$ cat src/design/skgs_pkg.sv
`timescale 1ns / 1ps

package skgs_pkg;

  localparam int unsigned MAX_RECORDS = 64;

  localparam int unsigned KEY_W  = 64;
  localparam int unsigned REV_W  = 32;
  localparam int unsigned DISC_W = 17;
  localparam int unsigned SUM_W  = 48;
  localparam int unsigned CNT_W  = 7;
  localparam int unsigned PROD_W = REV_W + DISC_W;

  localparam logic [DISC_W-1:0] ONE_Q16 = DISC_W'(65536);
  localparam logic [SUM_W-1:0]  SUM_MAX = {SUM_W{1'b1}};
  localparam logic [CNT_W-1:0]  CNT_CAP = CNT_W'(MAX_RECORDS);

  typedef struct packed {
    logic mul_en;  // register the product of revenue and scale
    logic acc_en;  // add the product into the running sum
    logic clr;     // clear the running sum
  } mac_ctrl_t;

endpackage

$ cat src/design/skgs_mac.sv
`timescale 1ns / 1ps

module skgs_mac import skgs_pkg::*; (
  input  logic              clk_i,
  input  logic              rst_ni,
  input  mac_ctrl_t         ctrl_i,
  input  logic [REV_W-1:0]  revenue_i,
  input  logic [DISC_W-1:0] discount_i,
  output logic [SUM_W-1:0]  sum_o,
  output logic              sat_o
);

  logic [DISC_W-1:0]  disc_sat;
  logic [DISC_W-1:0]  scale;
  logic [PROD_W-1:0]  prod_d;
  logic [PROD_W-1:0]  prod_q;
  logic [PROD_W-17:0] term;
  logic [SUM_W:0]     acc;
  logic [SUM_W-1:0]   sum_q;

  always_comb begin
    disc_sat = (discount_i > ONE_Q16) ? ONE_Q16 : discount_i;
    scale    = ONE_Q16 - disc_sat;
    prod_d   = PROD_W'(revenue_i) * PROD_W'(scale);
    term     = prod_q[PROD_W-1:16];
    acc      = (SUM_W+1)'(sum_q) + (SUM_W+1)'(term);
  end

  assign sat_o = acc[SUM_W];
  assign sum_o = sum_q;

  always_ff @(posedge clk_i or negedge rst_ni) begin
    if (!rst_ni) begin
      prod_q <= '0;
      sum_q  <= '0;
    end else begin
      if (ctrl_i.mul_en) begin
        prod_q <= prod_d;
      end
      if (ctrl_i.clr) begin
        sum_q <= '0;
      end else if (ctrl_i.acc_en) begin
        sum_q <= acc[SUM_W] ? SUM_MAX : acc[SUM_W-1:0];
      end
    end
  end

endmodule

$ cat config.mk
export PLATFORM = sky130hd
export DESIGN_NAME = skgs_mac
export DESIGN_NICKNAME = d
export VERILOG_FILES = /design/src/design/skgs_pkg.sv /design/src/design/skgs_mac.sv
export SDC_FILE = /design/constraint.sdc
export NUM_CORES = 1
export LEC_CHECK = 0
export ABC_CLOCK_PERIOD_IN_PS = 6550
export BUFFER_PORTS_ARGS = -buffer_cell sky130_fd_sc_hd__buf_2
export CAP_MARGIN = 10
export CORE_MARGIN = 2
export CORE_UTILIZATION = 65
export DETAILED_ROUTE_END_ITERATION = 8
export GPL_ROUTABILITY_DRIVEN = 0
export PLACE_DENSITY = 0.95
export SLEW_MARGIN = 20
export SYNTH_ARGS = -nofsm -noshare
export SYNTH_HDL_FRONTEND = slang
export SYNTH_SLANG_ARGS = --single-unit
$ cat constraint.sdc
create_clock -name clk_i -period 6.55 [get_ports clk_i]
set_input_delay 0.655 -clock clk_i [delete_from_list [all_inputs] [get_ports clk_i]]
set_output_delay 0.655 -clock clk_i [all_outputs]
set_load 0.005 [all_outputs]
==> results of run 1 <==
-- cell families after synthesis --
kind of cell    share of synthesized area
fa+ha+maj                           0.493
flops                              0.0916
simple gates                        0.169
xor+xnor                           0.0293
mux                                0.0147
buf+inv                             0.122
compound gates                     0.0816
-- per-stage QoR --
step	instance area (sq um)	instances	utilization
floorplan	22700	2580	-
global placement	25000	3211	0.744
detailed placement	25000	3211	0.744
CTS	26300	3290	0.785
-- layer usage --
metal / track usage / GRT overflow
met3: 0.608 / 1
met1: 0.678 / 2
met4: 0.701 / 57
met2: 0.853 / 59
met5: 0.276 / 0
-- cells in the mapped netlist, types with 3 or more instances --
| cell type | number |
|---|---|
| a21o_1 | 42 |
| a31oi_1 | 15 |
| a21oi_1 | 84 |
| o211ai_1 | 5 |
| xnor2_1 | 45 |
| dfrtp_1 | 81 |
| inv_1 | 580 |
| a211oi_1 | 7 |
| nor2_1 | 83 |
| a41oi_1 | 3 |
| clkbuf_1 | 117 |
| and3_1 | 29 |
| nor4_1 | 9 |
| o21ai_0 | 42 |
| o22ai_1 | 11 |
| nand3_1 | 18 |
| mux2_2 | 28 |
| o31ai_1 | 4 |
| nand4_1 | 14 |
| buf_1 | 4 |
| buf_2 | 9 |
| o21bai_1 | 10 |
| and2_1 | 157 |
| nor3_1 | 13 |
| a311oi_1 | 25 |
| nand2b_1 | 11 |
| nand2_1 | 437 |
| fa_1 | 448 |
| ha_1 | 155 |
| o21a_1 | 9 |
| xor2_1 | 29 |
| nor2b_1 | 12 |
-- timing repair --
action | 4_1_cts
buffers inserted | 60
cloned | 4
pin swaps | 56
resized for setup | 123
endpoints found under the setup margin | 33
==> run summary, run 1 <==
Cell taking the most area after synthesis = fa_1
Avg Synthesized Cell Area = 8.58 sq um
I/O pin count = 103
Gr usage total = 0.705
Worst endpoint from the post-global-route timing repair = prod_q[45]$_DFFE_PN0P_/D
Asr flop ratio synth = 1.00
Synth warn = 0
Initial Util = 0.660
Placement row count = 67
Yosys cell types = 63
CTS Hold Bufs = 0
Post-Synthesis Cells = 2580
Pin count of the biggest net entering global routing = 82
Outcome = aborted with a tool error
Log Error = [ERROR GRT-0232] Routing congestion too high. Check the congestion heatmap in the GUI.
Die height = 189 um
Hpwl dp = 55200 um
Main area contributors after synthesis = fa_1 (41%), inv_1 (9.8%), dfrtp_1 (9.2%)
Clk sinks = 81
Cell Area, Synth = 22100 sq um
Root buffer cell = clkbuf_16
Synth top area share = 0.405
Register area share after synthesis = 0.0916
Worst EP Category = register input
Max clock buf depth = 2
Syn Nets = 3237
Last stage = global routing (5_1_grt)
Die width = 189 um
Number of synthesized flops with an enable pin = 0
CTS Buf Count = 9
IO buf count = 102
H-tree levels = 3
Total gr overflow = 119
Seq cells post-synth = 81
Synth Flop Type = dfrtp_1
Setup Slack @ Placement = -1.64 ns
==> run 2: changes to the inputs <==
CORE_UTILIZATION = 40   (was 65)
PLACE_DENSITY = default   (was 0.95)
PLACE_DENSITY_LB_ADDON = 0.15   (was default)
==> run 2 against run 1 <==
Effect of this change: the flow now finishes, with violations (setup timing); synthesized area is the same; synthesized cell count is the same.
==> run summary, run 2 <==
Outcome = complete, but fails checks
Failing checks = setup timing
CP Data Required Time = 6.78 ns
Drt wl/cell = 17.6 um
Maximum operating frequency = 0.133 GHz
Post-Synthesis Cells = 2580
Synth Flop Type = dfrtp_1
Hold Crit Class = input pin to async pin
Post-DP Area = 25600 sq um
Yosys cell types = 63
IO buf count = 102
Initial Util = 0.403
Critical path's most frequent cell = fa_1
Synth top area share = 0.405
Pin count of the biggest net entering global routing = 82
Crit start category = input pin
Fin crit period = 7.53 ns
Vias = 18162
Max_slew headroom = 0.248
Critical path type = input pin to register
CTS Buf Count = 9
Initial DRT Pass Iterations = 5
Fin. Hold Viols = 0
Seq cells post-synth = 81
Max clock buf depth = 2
Worst slew pin tran = 1.13 ns
Slowest cell delay on critical path = 0.56 ns
Crit path arrival time = 7.75 ns
Largest family of logic cells by synthesized area = adder cells
FF-to-FF Start = prod_q[16]
Total gr overflow = 0
Fraction of the mapped netlist area in compound gates = 0.0816
Synth Area in Simple Gates = 0.169
Top-count cell post-synth = inv_1
Met3 usage = 0.0168
Core Area = 54900 sq um
Hpwl dp = 50200 um
CP startpoint = discount_i[5]
Avg Synthesized Cell Area = 8.58 sq um
WL final = 63200 um
Reg2Reg Setup Slack = 2.67 ns
Critical path buffers and inverters = 8
Area Growth Syn to Fin = 23.4%
Die area = 57200 sq um
Storage cell area = 2030 sq um
Latest clock arrival within the worst-skew pair = 0.34 ns
Adder-Cell Fraction of Synth Area = 0.493
Finished Cell Area = 27300 sq um
Top delay family on crit path = adder cells
First-pass GRT wire length = 99700 um
Cell taking the most area after synthesis = fa_1
Main area contributors after synthesis = fa_1 (41%), inv_1 (9.8%), dfrtp_1 (9.2%)
GR peak layer = met2
Setup Slack @ Placement = -1.55 ns
Vias in the first global route = 19570
DRT antenna net count = 0
Final setup TNS = -24.46 ns
Most common cell after layout, fill and taps aside = inv_1
Critical Path Fanout Max = 5
Mux cell area share after synthesis = 0.0147
I/O pin count = 103
Fin nets = 3534
Clock slew at reported path FFs = 0.07 ns
Die height = 239 um
Final setup violation count = 33
# diodes = 0
Register area share after synthesis = 0.0916
Worst-case clock skew = 0.0121 ns
Number of synthesized flops with an enable pin = 0
End of the critical path = prod_q[45]
Count of pins over their slew limit = 0
Root buffer cell = clkbuf_16
CP max stage cell = fa_1
Cell types with the highest counts after synthesis = inv_1 (580), fa_1 (448), nand2_1 (437)
Multi-input gate area = 18500 sq um
Syn Nets = 3237
Final worst-path cycle share = 1.15
Gr usage total = 0.220
Clk sinks = 81
Placement row count = 86
Cell Area, Synth = 22100 sq um
Fraction of layout cells with a size suffix above 1 = 0.232
Worst hold slack = 0.290 ns
Initial DRC Count = 1021
Commonest cells after routing, fill and taps aside = inv_1 (546), fa_1 (431), nand2_1 (411)
CTS tree = yes
R2R Path End = sum_o[22]
Asr flop ratio synth = 1.00
Largest register FFs = 48
Worst r2r path cells = 14
CP Depth = 33
M1 GR Usage = 0.267
Synth warn = 0
Fill cells = 5307
Max cap viols = 0
RSZ-0062 raised after global routing = yes
CP Capture Type = register
Met2 usage = 0.406
Synth Area in XOR/XNOR = 0.0293
H-tree levels = 3
Initial antenna violation count = 0
Die width = 239 um
Number of vias per cell = 5.06
PnR worst setup slack = -0.978 ns
Post-route DRC violation count = 0
run 2: logic make-up (layout without fill, tap and decap cells):
logic type,after synthesis,after routing
adder cells (fa/ha/maj),603,603
AND/OR/NAND/NOR,803,803
buffers and inverters,712,1014
flip-flops,81,81
AO/OA/AOI/OAI,278,278
multiplexers,29,29
XOR/XNOR,74,74
run 2: worst min path at each step:
stage | end | slack, ns | cells after the start
final | sum_o[3] | 0.29 | 1
after global placement | sum_o[42] | 0.50 | 1
after detailed placement | prod_q[41] | 0.50 | 1
after global routing | sum_o[3] | 0.43 | 1
after floorplan | prod_q[16] | 0.36 | 0
after CTS | prod_q[41] | 0.52 | 1
run 2: metal layers:
metal / routed length [um] / part of all wire
met2: 32600 / 0.52
met3: 2260 / 0.036
met5: 0 / 0
met4: 2650 / 0.042
met1: 25700 / 0.41
run 2: timing repair:
item                                   CTS  global route
setup buffers                            6            51
gates resized for setup                 25           199
cloned                                   0            10
endpoints found under the hold margin    0             0
pin swaps                                6           107
hold buffers                             0             0
setup endpoints to repair               33            33
run 2: worst reg2reg max path, delay by kind of cell, from the launching register on:
kind | cells | cell delay (ns)
buffers and inverters | 2 | 0.31
AO/OA/AOI/OAI | 5 | 1.01
adder cells (fa/ha/maj) | 2 | 0.58
AND/OR/NAND/NOR | 5 | 1.49
flip-flops | 1 | 0.40
run 2: layout make-up:
class,instances,share of cell area
multi-input cells,1787,0.678
well taps,704,0.0322
clock inverters,5,0.00142
clock buffers,11,0.00925
repair buffers,418,0.125
flip-flops and latches,81,0.0742
inverters,580,0.0797
run 2: per-stage QoR:
| step | cells | utilization |
|---|---|---|
| after floorplan | 2580 | - |
| after global placement | 3512 | 0.467 |
| after detailed placement | 3512 | 0.467 |
| after CTS | 3534 | 0.475 |
| after global routing | 3586 | 0.498 |
| final | 3586 | 0.498 |
Power of run 2 is not shown: default switching activity piles up to over one toggle a cycle in this logic, so the estimate is an artifact.
==> run 3: changes to the inputs <==
ABC_CLOCK_PERIOD_IN_PS = 6700   (was 6550)
clock period = 6.7 ns   (was 6.55 ns; I/O delays follow)
==> run 3 against run 2 <==
Effect of this change: critical endpoint is now prod_q[41]; hold slack better by 0.083 ns; setup slack got worse by 0.036 ns; die area did not move; highest routed layer is now met5; core utilization decreased by 1.3 points; critical path depth up 2; via count decreased by 1.6%; the run still ends with setup timing left; non-clock buffer count fell by 54; first-iteration DRC count is 22% lower; routed wire length down 4.6%; design area decreased by 2.5%; clock skew shrank 0.0034 ns.
==> run summary, run 3 (synthesis results as in run 2) <==
Slowest cell delay on critical path = 0.58 ns
Count of pins over their slew limit = 0
Clock slew at reported path FFs = 0.06 ns
Max_slew headroom = 0.317
Hold Crit Class = input pin to async pin
Final setup violation count = 33
Failing checks = setup timing
Vias = 17878
CP startpoint = discount_i[5]
Die height = 239 um
Crit path arrival time = 7.93 ns
Drt wl/cell = 17.1 um
Critical Path Fanout Max = 5
Fin crit period = 7.71 ns
Fin. Hold Viols = 0
Placed Cells = 3478
WL final = 60200 um
Most common cell after layout, fill and taps aside = inv_1
Pin count of the biggest net entering global routing = 82
RSZ-0062 raised after global routing = yes
Fin nets = 3480
I/O pin count = 103
DRT antenna net count = 0
Max cap viols = 0
Commonest cells after routing, fill and taps aside = inv_1 (560), fa_1 (442), nand2_1 (424)
Initial antenna violation count = 2
Die width = 239 um
Number of vias per cell = 5.06
Placement row count = 86
Gr usage total = 0.221
H-tree levels = 3
Initial DRC Count = 798
Area Growth Syn to Fin = 20.3%
Vias in the first global route = 19831
Initial DRT Pass Iterations = 5
CP max stage cell = fa_1
Outcome = complete, but fails checks
CP Data Required Time = 6.92 ns
Fraction of layout cells with a size suffix above 1 = 0.197
CTS Buf Count = 9
FF-to-FF Start = prod_q[16]
Core Area = 54900 sq um
Hpwl dp = 49700 um
Critical path's most frequent cell = fa_1
IO buf count = 102
Die area = 57200 sq um
Final worst-path cycle share = 1.15
Worst-case clock skew = 0.00871 ns
Initial Util = 0.403
Largest register FFs = 48
Finished Layout Cells = 3531
First-pass GRT wire length = 101000 um
Root buffer cell = clkbuf_16
Maximum operating frequency = 0.130 GHz
CTS Hold Bufs = 0
Clk sinks = 81
Critical path type = input pin to register
Max clock buf depth = 2
CP Capture Type = register
Crit start category = input pin
CTS tree = yes
Post-route DRC violation count = 0
Worst slew pin tran = 1.02 ns
Latest clock arrival within the worst-skew pair = 0.33 ns
PnR worst setup slack = -1.01 ns
Total gr overflow = 0
-- run 3: cell types whose count changed in the layout (fill, tap and decap cells not counted), moves of 7 or more --
cell     before  now
and2_1      142  150
and2_4       16    8
buf_12       21   29
buf_4       251  217
buf_6        38   14
fa_1        431  442
fa_2         17    6
inv_1       546  560
inv_2        34   20
nand2_1     411  424
nand2_4       8    1
-- run 3: through the flow --
step                      setup slack, ns  cell area, sq um  setup TNS [ns]   util  hold WS (ns)
after detailed placement            -1.42             25500          -38.67  0.464         0.495
after global routing                -1.34             26600          -37.14  0.485         0.446
final                               -1.01             26600          -25.71  0.485         0.373
after floorplan                    -0.754             22700          -14.20      -         0.374
after global placement              -1.23             25500          -32.92  0.464         0.497
after CTS                          -0.901             26000          -22.53  0.474         0.503
-- run 3: repair_timing --
action,4_1_cts,5_1_grt
cloned,2,2
pin swaps,3,33
endpoints found under the hold margin,0,0
setup buffers,8,27
gates resized for setup,30,93
endpoints found under the setup margin,33,33
-- run 3: metal layers --
metal,wire length [um],up-vias,track usage
li1,-,8287,-
met1,25000,9183,0.271
met2,31800,295,0.411
met3,1510,111,0.0167
met4,1950,2,0.0680
met5,7,-,0
-- run 3: layout make-up --
cell class / count / area, sq um
diodes: 1 / 2.50
clock buffers: 11 / 243
clock inverters: 3 / 42.5
fillers: 5348 / 28300
inverters: 580 / 2180
multi-input cells: 1787 / 18300
flip-flops and latches: 81 / 2030
well taps: 704 / 881
repair buffers: 364 / 2970
-- run 3: path summary, 6_finish.rpt --
| kind | endpoint | slack, ns | cells past startpoint |
|---|---|---|---|
| min in group clk_i | sum_o[42] | 0.50 | 1 |
| worst min-delay path | sum_o[3] | 0.37 | 1 |
| worst max-delay path | prod_q[41] | -1.01 | 35 |
| max in group asynchronous | prod_q[44] | 5.81 | 1 |
| worst min register to register | sum_o[42] | 0.50 | 1 |
| worst max register to register | sum_o[22] | 2.79 | 14 |
-- run 3: critical path, delay by kind of cell --
| kind | cells | cell delay, ns |
|---|---|---|
| compound gates | 8 | 1.36 |
| xor+xnor | 1 | 0.15 |
| fa+ha+maj | 7 | 3.39 |
| buf+inv | 12 | 1.12 |
| mux | 1 | 0.26 |
| simple gates | 6 | 0.95 |
Power of run 3 is left out for the same reason.
